`src/design/dtw_pkg.sv`:
```
// Shared types, constants and calendar helper functions for the date-to-weekday core.
package dtw_pkg;

	// Stream widths: the input item is year, month and day; the result item is gap, flags and weekday
	localparam int unsigned IN_W  = 24;
	localparam int unsigned OUT_W = 32;

	// Field widths
	localparam int unsigned YEAR_W = 14;
	localparam int unsigned MON_W  = 4;
	localparam int unsigned DAY_W  = 5;
	localparam int unsigned GAP_W  = 22;
	localparam int unsigned WD_W   = 3;

	// Shared multiplier operand and product widths
	localparam int unsigned MUL_A_W = 22;
	localparam int unsigned MUL_B_W = 23;
	localparam int unsigned MUL_P_W = MUL_A_W + MUL_B_W;

	// Calendar limits and the reference date (January 1 of the reference year)
	localparam int unsigned REF_YEAR = 2000;
	localparam int unsigned MAX_YEAR = 9999;
	localparam int unsigned REF_P    = REF_YEAR - 1;
	localparam int unsigned REF_SERIAL_I =
		REF_P * 365 + REF_P / 4 - REF_P / 100 + REF_P / 400;
	localparam logic [GAP_W-1:0]  REF_SERIAL = GAP_W'(REF_SERIAL_I);
	localparam logic [YEAR_W-1:0] MAX_YEAR_V = YEAR_W'(MAX_YEAR);

	// Reciprocal constants: floor(x/100) = (x*5243)>>19 for x < 2^14,
	// floor(x/7) = (x*4793491)>>25 for x < 2^22
	localparam logic [MUL_B_W-1:0] K_DIV100 = MUL_B_W'(5243);
	localparam int unsigned        SH_DIV100 = 19;
	localparam logic [MUL_B_W-1:0] K_DIV7   = MUL_B_W'(4793491);
	localparam int unsigned        SH_DIV7  = 25;
	localparam logic [MUL_B_W-1:0] K_YEAR   = MUL_B_W'(365);

	// Month codes
	localparam logic [MON_W-1:0] MON_JAN = 4'd1;
	localparam logic [MON_W-1:0] MON_FEB = 4'd2;
	localparam logic [MON_W-1:0] MON_APR = 4'd4;
	localparam logic [MON_W-1:0] MON_JUN = 4'd6;
	localparam logic [MON_W-1:0] MON_SEP = 4'd9;
	localparam logic [MON_W-1:0] MON_NOV = 4'd11;
	localparam logic [MON_W-1:0] MON_DEC = 4'd12;

	// Operand select of the shared multiplier
	typedef enum logic [1:0] {
		MUL_NONE,
		MUL_DIV100,
		MUL_YEAR,
		MUL_DIV7
	} dtw_mul_sel_t;

	// Command word from the controller to the datapath
	typedef struct packed {
		logic         load;
		dtw_mul_sel_t mul_sel;
		logic         leap_en;
		logic         sum1_en;
		logic         sum2_en;
		logic         gap_en;
		logic         fin_en;
	} dtw_cmd_t;

	// Days in the months before the given month, in a common year
	function automatic logic [8:0] days_before(input logic [MON_W-1:0] m);
		logic [8:0] r;
		case (m)
			4'd2:    r = 9'd31;
			4'd3:    r = 9'd59;
			4'd4:    r = 9'd90;
			4'd5:    r = 9'd120;
			4'd6:    r = 9'd151;
			4'd7:    r = 9'd181;
			4'd8:    r = 9'd212;
			4'd9:    r = 9'd243;
			4'd10:   r = 9'd273;
			4'd11:   r = 9'd304;
			4'd12:   r = 9'd334;
			default: r = 9'd0;
		endcase
		return r;
	endfunction

	// Length of a month
	function automatic logic [DAY_W-1:0] month_len(input logic [MON_W-1:0] m,
	                                               input logic leap);
		logic [DAY_W-1:0] r;
		if (m == MON_FEB) begin
			r = leap ? 5'd29 : 5'd28;
		end else if (m inside {MON_APR, MON_JUN, MON_SEP, MON_NOV}) begin
			r = 5'd30;
		end else begin
			r = 5'd31;
		end
		return r;
	endfunction

endpackage

```
`src/design/dtw_datapath.sv`:
```
// Datapath of the date-to-weekday core: shared multiplier, serial day accumulation, result register.
module dtw_datapath
	import dtw_pkg::*;
(
	input  logic             clk,
	input  dtw_cmd_t         cmd,
	input  logic [IN_W-1:0]  in_data,
	output logic [OUT_W-1:0] out_data
);

	logic [YEAR_W-1:0]  year_q;
	logic [MON_W-1:0]   month_q;
	logic [DAY_W-1:0]   day_q;
	logic [MUL_P_W-1:0] mul_q;
	logic               leap_q;
	logic [7:0]         p100_q;
	logic [GAP_W-1:0]   acc_q;
	logic [GAP_W-1:0]   s_q;
	logic [GAP_W-1:0]   sp1_q;
	logic               ok_q;
	logic [GAP_W-1:0]   gap_q;
	logic               after_q;
	logic [OUT_W-1:0]   out_q;

	logic [YEAR_W-1:0]  p_w;
	logic [MUL_A_W-1:0] mul_a;
	logic [MUL_B_W-1:0] mul_b;
	logic [7:0]         q100;
	logic [YEAR_W-1:0]  rem_full;
	logic [6:0]         rem100;
	logic               leap_w;
	logic [8:0]         doy;
	logic               ok_w;
	logic [19:0]        q7;
	logic [GAP_W-1:0]   wd_full;

	assign p_w = year_q - YEAR_W'(1);

	// Select operands of the shared multiplier
	always_comb begin
		case (cmd.mul_sel)
			MUL_DIV100: begin
				mul_a = MUL_A_W'(year_q);
				mul_b = K_DIV100;
			end
			MUL_YEAR: begin
				mul_a = MUL_A_W'(p_w);
				mul_b = K_YEAR;
			end
			MUL_DIV7: begin
				mul_a = sp1_q;
				mul_b = K_DIV7;
			end
			default: begin
				mul_a = '0;
				mul_b = '0;
			end
		endcase
	end

	// Century quotient, remainder and leap rule
	always_comb begin
		q100     = mul_q[SH_DIV100 +: 8];
		rem_full = year_q - {q100, 6'b0} - {1'b0, q100, 5'b0} - {4'b0, q100, 2'b0};
		rem100   = rem_full[6:0];
		leap_w   = ((year_q[1:0] == 2'b00) && (rem100 != 7'd0)) ||
		           ((rem100 == 7'd0) && (q100[1:0] == 2'b00));
	end

	// Day of year and date check
	always_comb begin
		doy  = days_before(month_q) + 9'(day_q) +
		       9'((month_q > MON_FEB) && leap_q);
		ok_w = (year_q != '0) && (year_q <= MAX_YEAR_V) &&
		       (month_q >= MON_JAN) && (month_q <= MON_DEC) &&
		       (day_q != '0) && (day_q <= month_len(month_q, leap_q));
	end

	// Weekday from the quotient by seven
	always_comb begin
		q7      = mul_q[SH_DIV7 +: 20];
		wd_full = sp1_q - GAP_W'({q7, 3'b0} - {3'b0, q7});
	end

	// Step the datapath registers as commanded
	always_ff @(posedge clk) begin
		if (cmd.load) begin
			year_q  <= in_data[YEAR_W-1:0];
			month_q <= in_data[YEAR_W +: MON_W];
			day_q   <= in_data[YEAR_W+MON_W +: DAY_W];
		end
		if (cmd.mul_sel != MUL_NONE) begin
			mul_q <= {{MUL_B_W{1'b0}}, mul_a} * {{MUL_A_W{1'b0}}, mul_b};
		end
		if (cmd.leap_en) begin
			leap_q <= leap_w;
			p100_q <= (rem100 == 7'd0) ? q100 - 8'd1 : q100;
		end
		if (cmd.sum1_en) begin
			acc_q <= mul_q[GAP_W-1:0] + GAP_W'(p_w >> 2) - GAP_W'(p100_q) +
			         GAP_W'(p100_q >> 2);
		end
		if (cmd.sum2_en) begin
			sp1_q <= acc_q + GAP_W'(doy);
			s_q   <= acc_q + GAP_W'(doy) - GAP_W'(1);
			ok_q  <= ok_w;
		end
		if (cmd.gap_en) begin
			after_q <= (s_q >= REF_SERIAL);
			gap_q   <= (s_q >= REF_SERIAL) ? s_q - REF_SERIAL : REF_SERIAL - s_q;
		end
		if (cmd.fin_en) begin
			if (ok_q) begin
				out_q <= {5'b0, 1'b1, wd_full[WD_W-1:0], after_q, gap_q};
			end else begin
				out_q <= '0;
			end
		end
	end

	assign out_data = out_q;

endmodule

```
`src/design/dtw_ctrl.sv`:
```
// Controller of the date-to-weekday core: step sequencer and output handshake.
module dtw_ctrl
	import dtw_pkg::*;
(
	input  logic     clk,
	input  logic     arst_n,
	input  logic     in_valid,
	output logic     in_ready,
	output logic     out_valid,
	input  logic     out_ready,
	output dtw_cmd_t cmd
);

	typedef enum logic [2:0] {
		ST_IDLE,
		ST_DIV,
		ST_LEAP,
		ST_SUM1,
		ST_SUM2,
		ST_MOD,
		ST_FIN
	} state_t;

	state_t state_q;
	logic   out_valid_q;
	logic   out_free;

	assign out_free  = !out_valid_q || out_ready;
	assign in_ready  = (state_q == ST_IDLE);
	assign out_valid = out_valid_q;

	// Decode commands from the current step
	always_comb begin
		cmd         = '0;
		cmd.mul_sel = MUL_NONE;
		case (state_q)
			ST_IDLE: cmd.load = in_valid;
			ST_DIV:  cmd.mul_sel = MUL_DIV100;
			ST_LEAP: begin
				cmd.leap_en = 1'b1;
				cmd.mul_sel = MUL_YEAR;
			end
			ST_SUM1: cmd.sum1_en = 1'b1;
			ST_SUM2: cmd.sum2_en = 1'b1;
			ST_MOD: begin
				cmd.gap_en  = 1'b1;
				cmd.mul_sel = MUL_DIV7;
			end
			ST_FIN:  cmd.fin_en = out_free;
			default: cmd = '0;
		endcase
	end

	// Advance the sequence and hold the result valid flag
	always_ff @(posedge clk or negedge arst_n) begin
		if (!arst_n) begin
			state_q     <= ST_IDLE;
			out_valid_q <= 1'b0;
		end else begin
			case (state_q)
				ST_IDLE: if (in_valid) state_q <= ST_DIV;
				ST_DIV:  state_q <= ST_LEAP;
				ST_LEAP: state_q <= ST_SUM1;
				ST_SUM1: state_q <= ST_SUM2;
				ST_SUM2: state_q <= ST_MOD;
				ST_MOD:  state_q <= ST_FIN;
				ST_FIN:  if (out_free) state_q <= ST_IDLE;
				default: state_q <= ST_IDLE;
			endcase
			if (cmd.fin_en) begin
				out_valid_q <= 1'b1;
			end else if (out_ready) begin
				out_valid_q <= 1'b0;
			end
		end
	end

	a_busy_after_accept: assert property (@(posedge clk) disable iff (!arst_n)
		(in_valid && in_ready) |=> !in_ready)
		else $error("input taken while an item is in work");

	a_fin_needs_room: assert property (@(posedge clk) disable iff (!arst_n)
		cmd.fin_en |-> (!out_valid_q || out_ready))
		else $error("result register overwritten before it was taken");

	a_fin_gives_valid: assert property (@(posedge clk) disable iff (!arst_n)
		cmd.fin_en |=> out_valid_q)
		else $error("finished item not presented");

	a_one_step: assert property (@(posedge clk) disable iff (!arst_n)
		$onehot0({cmd.load, cmd.leap_en, cmd.sum1_en, cmd.sum2_en, cmd.gap_en,
		          cmd.fin_en}))
		else $error("more than one datapath step in a cycle");

endmodule

```
`src/design/date_to_weekday_core.sv`:
```
// Top level of the date-to-weekday core: controller and datapath joined by a command word.
//
// Converts a Gregorian date to its absolute day distance from 2000-01-01, an
// on-or-after flag, the weekday (0 Sunday .. 6 Saturday) and a date-valid flag.
// Slave channel s_*: one item per date. Master channel m_*: one item per date,
// in input order. An invalid year, month or day gives date_ok low and all other
// result fields zero.
// A result appears on m_tvalid after its input item is accepted and has gone
// through the six-step sequence through the single shared multiplier (century
// quotient, year days, weekday quotient) and the adders; the next item is
// accepted only once that sequence has ended. s_tready is high only while
// the sequencer waits for a new item.
// A finished result waits in the output register; the next item is accepted
// and worked on meanwhile, and the sequence holds in its last step until the
// receiver takes the waiting result.
// Reset (arst_n low) empties the sequencer and drops m_tvalid; no item is lost
// after reset because none is held.
module date_to_weekday_core
	import dtw_pkg::*;
(
	input  logic             clk,
	input  logic             arst_n,
	input  logic             s_tvalid,
	output logic             s_tready,
	input  logic [IN_W-1:0]  s_tdata,   // [13:0] year, [17:14] month, [22:18] day, [23] zero
	output logic             m_tvalid,
	input  logic             m_tready,
	output logic [OUT_W-1:0] m_tdata    // [21:0] gap_days, [22] on_or_after, [25:23] weekday,
	                                    // [26] date_ok, [31:27] zero
);

	dtw_cmd_t cmd;

	dtw_ctrl u_ctrl (
		.clk       (clk),
		.arst_n    (arst_n),
		.in_valid  (s_tvalid),
		.in_ready  (s_tready),
		.out_valid (m_tvalid),
		.out_ready (m_tready),
		.cmd       (cmd)
	);

	dtw_datapath u_datapath (
		.clk      (clk),
		.cmd      (cmd),
		.in_data  (s_tdata),
		.out_data (m_tdata)
	);

endmodule
```
`config.mk`:
```
export PLATFORM = sky130hd
export DESIGN_NAME = date_to_weekday_core
export DESIGN_NICKNAME = d
export VERILOG_FILES = /design/src/design/dtw_pkg.sv /design/src/design/dtw_datapath.sv /design/src/design/dtw_ctrl.sv /design/src/design/date_to_weekday_core.sv
export SDC_FILE = /design/constraint.sdc
export NUM_CORES = 1
export LEC_CHECK = 0
export ABC_AREA = 1
export BUFFER_PORTS_ARGS = -buffer_cell sky130_fd_sc_hd__buf_4
export CORE_UTILIZATION = 40
export DETAILED_ROUTE_END_ITERATION = 7
export PLACE_DENSITY = 0.55
export SYNTH_ARGS = -nofsm -noshare
export SYNTH_HDL_FRONTEND = slang
export SYNTH_SLANG_ARGS = --single-unit
```
`constraint.sdc`:
```
create_clock -name clk -period 9.6 [get_ports clk]
set_input_delay 0.48 -clock clk [delete_from_list [all_inputs] [get_ports clk]]
set_output_delay 0.48 -clock clk [all_outputs]
set_load 0.005 [all_outputs]
```
# Yosys cells after proc, flatten, opt, wreduce, memory -nomap -nowiden
# Memories as Yosys holds them, arrays and structs flattened. A register that Yosys moved wholly into a read port is not among the register bits.
# Index checks and enable logic that the tools add are counted.
# totals
register_bits	186
elab_cells	99
n_memories	1
out_inout_bits	34
mem_bits_ro	144
# op_classes
multipliers	1
reduce_logical	22
muxes	21
eq_ne	16
n_lt_le_gt_ge	6
addsub	16
# memory_table
name	words	word_bits	read_ports	rd_ports_with_merged_regs	wr	line	text
(no name shown)	16	9	1	1	0	dtw_pkg.sv:68	case (m)
# op_table
cell	count
$pmux 23 s3	1
$pmux 22 s3	1
$mul 22x23->28	1
$mux 27	1
$add 22x12->22	1
$add 22x6->22	1
$add 22x9->22	1
$ge 22x20->1 const B	1
$mux 22	1
$sub 20x22->22 const A	1
$sub 22x1->22 const B	1
$sub 22x20->22 const B	1
$sub 22x8->22	1
$pmux 3 s7	1
$sub 7x7->7	3
$le 14x14->1 const B	1
$reduce_bool 14->1	1
$sub 14x1->14 const B	1
$mux 1	10
$add 9x1->9	1
$add 9x5->9	1
$eq 3x3->1 const B	3
$eq 4x3->1 const B	2
$eq 4x4->1 const B	2
30 further kinds	43

# Logic depth before layout (Yosys ltp)
# Gate-level depths: netlist (run 1).
# logic_depth
depth_word	6
depth_mapped	41
ltp_nobuf	40

# Hierarchy
# Synthesis (run 1) repeated with hierarchy kept, for this count alone.
# hier_totals
cells_unflattened	2350
area_unflattened_um2	20567.2
# by_module_without_submodules
mod	area_each_um2	cells_each	instances
dtw_datapath	20324.5	2312	1
dtw_ctrl	242.7	38	1

# Least setup slack after synthesis (run 1)
# OpenSTA, ideal clock, no wires.
# synth_timing
path_kind	flip-flop to flip-flop
start	register u_ctrl.state_q[1]
end	register u_datapath.mul_q[25], data pin
required_time_ns	9.342
n_path_buf	1
arrival_ns	7.727
stages_incl_launch_ff	36
setup_slack_ns	1.615
setup_time_ns	0.258
path_cell_list	dfrtp_1 inv_1 nor3_1 inv_1 o21ai_0 inv_1 ha_1 inv_1 clkbuf_1 o21ai_0 inv_1 a21oi_1 inv_1 nor2_1 fa_1 fa_1 inv_1 fa_1 inv_1 fa_1 inv_1 fa_1 inv_1 fa_1 inv_1 fa_1 inv_1 ha_1 a21oi_1 o21a_1 nand3_1 a21boi_0 nor2_1 nand2_1 nand3_1 xor2_1
# synth_between
elab_chain_cells	5
elab_cells_between_ends	10
# synth_rtl
item	line	text
start: declaration	dtw_ctrl.sv:24	state_t state_q;
start signal: assignment	dtw_ctrl.sv:57	state_q <= ST_IDLE;
start signal: assignment	dtw_ctrl.sv:61	ST_IDLE: if (in_valid) state_q <= ST_DIV;
start signal: assignment	dtw_ctrl.sv:62	ST_DIV: state_q <= ST_LEAP;
$eq 3x3->1 (tied with other cells)	dtw_ctrl.sv:36	case (state_q)
$pmux 2 s3 *	dtw_ctrl.sv:36	
$eq 2x2->1 or $eq 2x1->1 (tied branches)	dtw_datapath.sv:41	case (cmd.mul_sel)
$pmux 22 s3 or $pmux 23 s3 (tied branches)	dtw_datapath.sv:41	
$mul 22x23->28 *	dtw_datapath.sv:93	mul_q <= {{MUL_B_W{1'b0}}, mul_a} * {{MUL_A_W{1'b0}}, mul_b};
end signal: assignment	dtw_datapath.sv:93	
end: declaration	dtw_datapath.sv:14	logic [MUL_P_W-1:0] mul_q;
# Every way passes the cells marked *; elsewhere a longest branch is shown, timed or not.
# A chain may end at the register's enable or synchronous reset.

# Worst setup path in the final report (run 1)
# layout_timing
start	register u_ctrl.state_q[1]
end	register u_datapath.mul_q[27], data pin
# The elaborated chain is that of the path after synthesis.

==> out/qor.csv, run 1 <==
stage,metric,value,unit
timing,finalCritPeriodShare,0.887,
worst_setup_path,max_stage_delay,0.58,ns
layout,area_growth,9.19,%
job,drv_cap,0,
yosys,syn_avg_cell_area,8.67,sq um
yosys,syn-cell-area,20700,sq um
route,drt_iter0_markers,942,
grt,grt_pass1_wl,85.9,mm
clocking,cts_buffer_depth,2,
yosys,synth_edf_count,177,
timing,fmax,0.117,GHz
yosys,yosys_warnings,0,
layout,final_common_cell,inv_1,
placed_design,place_inst,3121,
route,drc,0,
layout,fin_cells,3155,
timing,tightest_slew,1.21,ns
yosys,ys_async_sr_fraction,0.0211,
outcome,status,"complete, no violations",
clocking,cts_resized,0,
timing,finClkSkew,0.0181,ns
worst_setup_path,cp-end-kind,flop,
layout,fillers,5076,
yosys,synth_top_area_cell,edfxtp_1,
route,first_pass_iters,6,
grt,grt_max_degree,46,
floorplanning,die-area,52700,sq um
worst_setup_path,arrival,8.75,ns
route,postRouteAntennaNets,0,
timing,slew_violations,0,
clocking,h-tree-depth,4,
yosys,netlist_instances,2389,
timing,rsz0062_at_grt,false,
grt,grt_use_total,0.214,
placed_design,dpl.hpwl,46.3,mm
layout,final_cell_mix,"619 x inv_1, 414 x nand2_1, 216 x fa_1, 216 x ha_1, 192 x nor2_1",
placed_design,place.port_buffers,55,
worst_setup_path,worstSetupStartpointType,flop,
layout,regArea,5600,sq um
clocking,cts_made_buffers,17,
layout,drive_above_1_share,0.0643,
hold_path,hp-class,in -> reg,
route,via_per_inst,4.83,
placed_design,place.gp.congestion,0.916,
floorplanning,start_util,0.405,
timing,fin_crit,8.51,ns
route,vias,15200,
timing,hold_viol_final,0,
yosys,synth_area_leaders,"edfxtp_1 26%, fa_1 21%, ha_1 13%",
clocking,cts.sinks,190,
layout,final_nets,2921,
clocking,cts_root_buf,clkbuf_16,
grt,grt_pass1_vias,15600,
grt,antenna_found_initial,3,
route,wl_per_cell,17.0,um
worst_setup_path,cp.required,9.83,ns
yosys,ys_seq_elements,190,
yosys,dominantRegCellSynth,edfxtp_1,
worst_setup_path,criticalPathCategory,reg -> reg,
yosys,synth_cell_types,52,
worst_setup_path,cp_max_fo,11,
route,wl,53.5,mm
clocking,clkLatencyLatePin,0.47,ns
yosys,synth_seq_area_share,0.270,
floorplanning,core,51200,sq um
clocking,tritoncts,done,
floorplanning,die_y,230,um
floorplanning,fp.dieW,230,um
grt,grt-ovfl-total,0,
worst_setup_path,crit_slowest_cell,fa_1,
yosys,synth_top_area_share,0.257,
timing,relSlewSlack,0.190,
timing,setup-tns-final,0,ns
floorplanning,num_rows,83,
timing,setup_viol,0,
layout,multiInputGateArea,12700,sq um
clocking,clk_pin_slew,0.09,ns
floorplanning,pin_count,62,
[worst max-delay path, delay by kind of cell, from the launching register on]
family | cells | cell delay (ns)
buf+inv | 9 | 1.24
flops | 1 | 0.44
compound gates | 3 | 0.52
fa+ha+maj | 9 | 4.32
simple gates | 9 | 1.74
[per-stage QoR]
step / cell area (sq um) / utilization / hold WS (ns) / setup slack (ns)
floorplan: 20700 / - / 0.184 / 1.62
global placement: 22000 / 0.430 / 0.282 / 1.26
detailed placement: 22000 / 0.430 / 0.283 / 1.18
CTS: 22600 / 0.442 / 0.164 / 1.14
global route: 22600 / 0.442 / 0.172 / 0.623
finish: 22600 / 0.442 / 0.187 / 1.09
[timing repair]
action | 4_1_cts | 5_1_grt
setup endpoints to repair | 0 | 0
endpoints found under the hold margin | 4 | 0
hold buffers | 1 | 0
setup buffers | 0 | 0
[final timing paths]
kind	endpoint	startpoint	slack, ns	cells after the start
worst max register to register	u_datapath.mul_q[27]	u_ctrl.state_q[1]	1.09	30
worst max-delay path	u_datapath.mul_q[27]	u_ctrl.state_q[1]	1.09	30
worst min register to register	u_datapath.out_data[6]	u_datapath.gap_q[6]	0.50	2
max in group asynchronous	u_ctrl.out_valid	arst_n	9.12	2
worst min-delay path	u_datapath.day_q[2]	s_tdata[20]	0.19	1
min in group asynchronous	u_ctrl.state_q[1]	arst_n	0.37	2
[per-layer routing]
metal,GRT usage,routed length (um),up-vias
met5,0,27,-
met4,0.0652,1290,4
met3,0.0352,2390,71
met2,0.354,25400,325
met1,0.287,24400,7297
li1,-,-,7544
[area by class of cell]
| cell class | count | share of cell area |
|---|---|---|
| tap | 680 | 0.0376 |
| clock inverter | 15 | 0.00719 |
| multi-input combinational | 1548 | 0.560 |
| sequential | 190 | 0.247 |
| timing repair buffer | 73 | 0.0243 |
| antenna | 1 | 0.000111 |
| inverter | 631 | 0.105 |
| clock buffer | 17 | 0.0188 |
[cells by family (layout without fill, tap and decap cells)]
family	after synthesis	count (layout)	synth area share
xor+xnor	113	113	0.0503
compound gates	196	196	0.0533
mux	4	4	0.00193
flops	190	190	0.270
simple gates	798	798	0.165
other cells	1	6	0.000181
fa+ha+maj	432	432	0.339
buf+inv	655	736	0.120
[synthesized netlist by cell type, types with 10 or more instances]
cell / number
nand2_1: 414
clkbuf_1: 12
nor3_1: 20
inv_2: 10
nand3_1: 89
xor2_1: 76
nand2_2: 10
xnor2_1: 33
nand4_1: 28
a21oi_1: 67
nor2_1: 194
nor4_1: 10
o21ai_0: 73
inv_1: 619
nor2_2: 10
edfxtp_1: 177
ha_1: 216
fa_1: 216
[flip-flops by register name, summed over array words and instances, names as in the netlist, named ones only]
| name | flops |
|---|---|
| u_datapath.mul_q | 28 |
| u_datapath.out_data | 27 |
| u_datapath.acc_q | 22 |
| u_datapath.gap_q | 22 |
| u_datapath.s_q | 22 |
| u_datapath.sp1_q | 22 |
| u_datapath.year_q | 14 |
| u_datapath.p100_q | 8 |
| u_datapath.day_q | 5 |
| u_datapath.month_q | 4 |
| u_ctrl.state_q | 3 |
| u_ctrl.out_valid | 1 |
| u_datapath.after_q | 1 |
| u_datapath.leap_q | 1 |
| u_datapath.ok_q | 1 |
Power of run 1 is left out: the tool's default activity adds up to more than one toggle a clock period on the data nets, which glitch-free logic cannot reach.
==> run 2, diff against run 1 <==
==> constraint.sdc (replaced) <==
create_clock -name clk -period 9.6 [get_ports clk]
set_input_delay 1.44 -clock clk [delete_from_list [all_inputs] [get_ports clk]]
set_output_delay 1.44 -clock clk [all_outputs]
set_load 0.005 [all_outputs]
==> run 2 against run 1 <==
Non-clock buffer count stayed put. Final area about the same. Via count is essentially flat. Count of clock-buffer cells in the layout stayed put. Die area is the same. Worst setup slack better by 0.11 ns. Register-to-register slack better by 0.11 ns.
==> out/qor.csv, run 2 (synthesis gave the netlist of run 1 again) <==
stage,metric,value,unit,change
outcome,status,"complete, no violations",,
layout,final_nets,2921,,unchanged
placed_design,dp_slack,1.22,ns,+0.0370 ns
timing,rsz0062_at_grt,false,,
timing,fmax,0.119,GHz,+1.3%
clocking,h-tree-depth,4,,unchanged
grt,grt_use_total,0.216,,+0.00185
grt,grt_pass1_wl,86.8,mm,+1.0%
floorplanning,core,51200,sq um,unchanged
clocking,tritoncts,done,,
layout,n_antenna_cell,0,,-1
route,postRouteAntennaNets,0,,unchanged
grt,antenna_found_initial,0,,-3
placed_design,place.port_buffers,55,,unchanged
layout,final_common_cell,inv_1,,
worst_setup_path,crit_slowest_cell,fa_1,,
worst_setup_path,cp-end-kind,flop,,
floorplanning,die_y,230,um,unchanged
timing,finalCritPeriodShare,0.875,,-0.0116
timing,hold_viol_final,0,,unchanged
route,first_pass_iters,5,,-1
layout,finalCoreUtilization,0.442,,about the same
worst_setup_path,worstSetupStartpoint,u_ctrl.state_q[1],,
timing,finalWorstSetupSlack,1.20,ns,+0.112 ns
route,via_per_inst,4.84,,about the same
timing,setup_viol,0,,unchanged
clocking,cts_buffer_depth,2,,unchanged
floorplanning,start_util,0.405,,unchanged
clocking,cts.sinks,190,,unchanged
timing,finClkSkew,0.0186,ns,+0.000480 ns
route,wl_per_cell,17.1,um,+0.87%
grt,grt_pass1_vias,15700,,+0.19%
timing,fin_crit,8.40,ns,-0.112 ns
worst_setup_path,timing.critical_path.max_delay_family,adder cells,,
floorplanning,pin_count,62,,unchanged
worst_setup_path,worstSetupStartpointType,flop,,
timing,slew_violations,0,,unchanged
clocking,cts_made_buffers,17,,unchanged
worst_setup_path,cp.required,9.81,ns,-0.02 ns
placed_design,place.gp.congestion,0.916,,about the same
floorplanning,num_rows,83,,unchanged
hold_path,holdCritStartpoint,u_datapath.after_q,,
worst_setup_path,criticalPathCategory,reg -> reg,,
layout,largest_reg_flops,28,,unchanged
placed_design,dpl.hpwl,46.8,mm,+1.1%
grt,grt_max_degree,46,,unchanged
worst_setup_path,max_stage_delay,0.56,ns,-0.02 ns
timing,relSlewSlack,0.236,,+0.0461
route,drt_iter0_markers,1006,,+6.8%
worst_setup_path,r2r-start,u_ctrl.state_q[1],,
worst_setup_path,critical_path.most_common_cell,inv_1,,
floorplanning,die-area,52700,sq um,unchanged
clocking,cts_root_buf,clkbuf_16,,
timing,tightest_slew,1.15,ns,-0.0691 ns
clocking,cts_resized,0,,unchanged
layout,final_cell_mix,"619 x inv_1, 414 x nand2_1, 216 x fa_1, 216 x ha_1, 192 x nor2_1",,
clocking,clk_pin_slew,0.08,ns,about the same
worst_setup_path,arrival,8.61,ns,-0.14 ns
job,drv_cap,0,,unchanged
worst_setup_path,crit_buf_inv,12,,+3
floorplanning,fp.dieW,230,um,unchanged
clocking,ctsHoldBuffers,0,,-1
layout,drive_above_1_share,0.0647,,+0.000430
route,wl,54.0,mm,+0.81%
hold_path,hp-class,reg -> reg,,
route,vias,15200,,+0.026%
clocking,clkLatencyLatePin,0.46,ns,about the same
worst_setup_path,cp_max_fo,19,,+8
layout,area_growth,9.23,%,about the same
grt,grt-ovfl-total,0,,unchanged
route,drc,0,,unchanged
clocking,post_cts_buffers,0,,unchanged
timing,setup-tns-final,0,ns,unchanged
layout,regMostFlops,u_datapath.mul_q,,
## run 2: cell count changes in the layout (fill, tap and decap cells not counted), sizes merged
cell	delta
inv	-2
buf	+1
bufinv	+1
clkinv	-1
clkinvlp	+1
diode	-1
dlygate4sd3	-1
## run 2: worst paths after layout
path                                           end  slack, ns  depth (start not counted)
max in group asynchronous         u_ctrl.out_valid       8.73                          1
min                        u_datapath.out_data[22]       0.50                          2
min in group asynchronous        u_ctrl.state_q[0]       0.76                          1
max                           u_datapath.mul_q[25]       1.20                         32
max reg2reg                   u_datapath.mul_q[25]       1.20                         32
min reg2reg                u_datapath.out_data[22]       0.50                          2
## run 2: final cells by class
type / count / area (sq um)
clock buffers: 17 / 425
well taps: 680 / 851
flip-flops and latches: 190 / 5600
clock inverters: 14 / 176
inverters: 631 / 2370
multi-input cells: 1548 / 12700
fillers: 5064 / 28600
repair buffers: 73 / 548
## run 2: per-layer routing
layer | vias up | routed length [um] | GRT usage
li1 | 7553 | - | -
met5 | - | 0 | 0
met2 | 280 | 26700 | 0.372
met3 | 41 | 1610 | 0.0209
met4 | 0 | 777 | 0.0502
met1 | 7371 | 24900 | 0.292
## run 2: worst reg2reg max path: cells and delay by family (launching register included)
family,cells,cell delay [ns]
AOI/OAI and AO/OA,4,0.79
buffers and inverters,12,1.73
and+or+nand+nor,6,0.92
adders and majority gates,9,4.12
DFF,1,0.44
xor gates and xnor gates,1,0.15
## run 2: per-stage QoR
stage / hold WS, ns / instances / cell area (sq um)
after global routing: 0.524 / 3153 / 22600
after floorplan: 0.424 / 2393 / 20700
final: 0.503 / 3153 / 22600
after detailed placement: 0.491 / 3122 / 22000
after CTS: 0.509 / 3153 / 22600
after global placement: 0.486 / 3122 / 22000
Power of run 2 is left out for the same reason.
==> run 3, diff against run 2 <==
--- a/config.mk
+++ b/config.mk
@@ -5,7 +5,6 @@
 export SDC_FILE = /design/constraint.sdc
 export NUM_CORES = 1
 export LEC_CHECK = 0
-export ABC_AREA = 1
 export BUFFER_PORTS_ARGS = -buffer_cell sky130_fd_sc_hd__buf_4
 export CORE_UTILIZATION = 40
 export DETAILED_ROUTE_END_ITERATION = 7
==> run 3 against run 2 <==
Via count down 16%. Worst setup slack got worse by 0.79 ns. First-iteration DRC count fell by 22%. Non-clock buffer count rose by 10. Utilization rose by 0.41 points. Sequential share of layout area up 1.4 points. Global-route usage shrank 2.2 points. Final area is 5.5% lower. Register-to-register slack worse by 0.79 ns. Die area is 5.5% lower. Final cell count shrank 18%. Clock skew is 0.0063 ns lower.
==> out/qor.csv, run 3 <==
stage,metric,value,unit,change
floorplanning,pin_count,62,,unchanged
worst_setup_path,arrival,9.39,ns,+0.78 ns
route,via_per_inst,4.95,,+2.4%
timing,tightest_slew,1.08,ns,-0.0690 ns
floorplanning,start_util,0.408,,+0.00328
route,vias,12800,,-16%
grt,antenna_found_initial,1,,+1
yosys,syn-cell-area,19600,sq um,-5.6%
timing,finClkSkew,0.0123,ns,-0.00635 ns
outcome,status,"complete, no violations",,
worst_setup_path,criticalPathCategory,reg -> reg,,
worst_setup_path,worstSetupStartpointType,flop,,
timing,finalWorstSetupSlack,0.405,ns,-0.794 ns
yosys,synth_seq_area_share,0.286,,+0.0160
timing,rsz0062_at_grt,false,,
layout,final_cell_mix,"426 x inv_1, 216 x fa_1, 216 x ha_1",,
worst_setup_path,cp_max_fo,8,,-11
timing,slew_violations,0,,unchanged
placed_design,dp_slack,0.487,ns,-0.734 ns
yosys,netlist_instances,1894,,-21%
yosys,yosys_warnings,0,,unchanged
yosys,dominantRegCellSynth,edfxtp_1,,
floorplanning,num_rows,80,,-3.6%
worst_setup_path,cp-end-kind,flop,,
placed_design,place.port_buffers,55,,unchanged
route,wl,45.6,mm,-16%
yosys,ys_seq_elements,190,,unchanged
clocking,cts_resized,0,,unchanged
clocking,cts.sinks,190,,unchanged
timing,setup_viol,0,,unchanged
yosys,synthTopCellsByCount,"426 x inv_1, 216 x fa_1, 216 x ha_1",,
route,postRouteAntennaNets,0,,unchanged
worst_setup_path,cp.required,9.79,ns,-0.02 ns
clocking,cts_buffer_depth,2,,unchanged
yosys,synth_edf_count,177,,unchanged
floorplanning,core,47900,sq um,-6.4%
clocking,clk_pin_slew,0.08,ns,about the same
floorplanning,die_y,223,um,-2.8%
grt,grt_use_total,0.194,,-0.0224
route,drc,0,,unchanged
clocking,cts_root_buf,clkbuf_16,,
worst_setup_path,max_stage_delay,0.63,ns,+0.07 ns
worst_setup_path,crit_slowest_cell,or4_4,,
hold_path,hp-class,reg -> reg,,
layout,area_growth,9.36,%,
layout,final_nets,2423,,-17%
timing,finalCritPeriodShare,0.958,,+0.0827
layout,largest_reg_flops,28,,unchanged
timing,relSlewSlack,0.282,,+0.0461
yosys,synth_area_leaders,"edfxtp_1 27%, fa_1 22%, ha_1 14%",,
layout,final_common_cell,inv_1,,
grt,grt_pass1_wl,73.0,mm,-16%
layout,drive_above_1_share,0.0749,,+0.0102
floorplanning,fp.dieW,223,um,-2.8%
worst_setup_path,r2r_slack,0.40,ns,-0.79 ns
timing,fin_crit,9.20,ns,+0.794 ns
yosys,synth_cell_types,83,,+60%
clocking,cts_made_buffers,17,,unchanged
yosys,syn_avg_cell_area,10.3,sq um,+19%
route,first_pass_iters,5,,unchanged
yosys,synth_top_area_share,0.272,,+0.0152
placed_design,dpl.hpwl,39.3,mm,-16%
yosys,post-synth-top-count-cell,inv_1,,
yosys,synth_top_area_cell,edfxtp_1,,
layout,n_antenna_cell,0,,unchanged
floorplanning,die-area,49800,sq um,-5.5%
timing,setup-tns-final,0,ns,unchanged
timing,fmax,0.109,GHz,-8.6%
clocking,tritoncts,done,,
route,wl_per_cell,17.6,um,+2.8%
clocking,clkLatencyLatePin,0.45,ns,about the same
route,drt_iter0_markers,781,,-22%
timing,hold_viol_final,0,,unchanged
grt,grt_max_degree,46,,unchanged
timing,holdWs,0.521,ns,+0.0182 ns
placed_design,place.gp.congestion,0.898,,-1.9%
grt,grt-ovfl-total,0,,unchanged
clocking,h-tree-depth,4,,unchanged
layout,fillers,4529,,-11%
clocking,ctsHoldBuffers,0,,unchanged
grt,grt_pass1_vias,13100,,-17%
yosys,ys_async_sr_fraction,0.0211,,unchanged
layout,regMostFlops,u_datapath.mul_q,,
clocking,post_cts_buffers,0,,unchanged
job,drv_cap,0,,unchanged
## run 3: final cells by class
type / instances / area, sq um / area share
Timing Repair Buffer: 83 / 623 / 0.0291
Inverter: 428 / 1610 / 0.0751
Tap cell: 615 / 769 / 0.0360
Sequential cell: 190 / 5600 / 0.262
Clock inverter: 11 / 134 / 0.00626
Multi-Input combinational cell: 1243 / 12200 / 0.571
Clock buffer: 21 / 440 / 0.0206
## run 3: metal layers
metal / part of all wire / track usage / vias to the layer above
met4: 0.018 / 0.0469 / 0
li1: - / - / 6313
met1: 0.49 / 0.284 / 6256
met2: 0.45 / 0.298 / 221
met5: 0 / 0 / -
met3: 0.044 / 0.0296 / 38
## run 3: final timing paths
check	start	end	cells past startpoint
max	u_datapath.year_q[2]	u_datapath.mul_q[26]	31
min	u_datapath.gap_q[1]	u_datapath.out_data[1]	1
max reg2reg	u_datapath.year_q[2]	u_datapath.mul_q[26]	31
min reg2reg	u_datapath.gap_q[1]	u_datapath.out_data[1]	1
max in group asynchronous	arst_n	u_ctrl.state_q[2]	1
min in group asynchronous	arst_n	u_ctrl.state_q[0]	1
## run 3: through the flow
stage,instances,utilization,area (sq um)
after floorplan,1898,-,19600
after global placement,2559,0.434,20800
after detailed placement,2559,0.434,20800
after CTS,2591,0.446,21400
after global routing,2591,0.446,21400
final,2591,0.446,21400
## run 3: cells by family (layout without fill, tap and decap cells)
family / after synthesis / in the layout / share of synthesized area
AOI/OAI and AO/OA: 256 / 256 / 0.0889
xor gates and xnor gates: 143 / 143 / 0.0640
adders and majority gates: 432 / 432 / 0.359
buffers and inverters: 465 / 543 / 0.0908
DFF: 190 / 190 / 0.286
muxes: 14 / 14 / 0.00736
other: 1 / 5 / 0.000192
and+or+nand+nor: 393 / 393 / 0.103
## run 3: worst max-delay path: cells and delay by family, from the launching register on
family	cells	cell delay, ns
buffers and inverters	8	0.64
flip-flops	1	0.51
AO/OA/AOI/OAI	6	1.62
adder cells (fa/ha/maj)	8	3.85
XOR/XNOR	2	0.42
AND/OR/NAND/NOR	7	1.88
Power of run 3 is left out for the same reason.
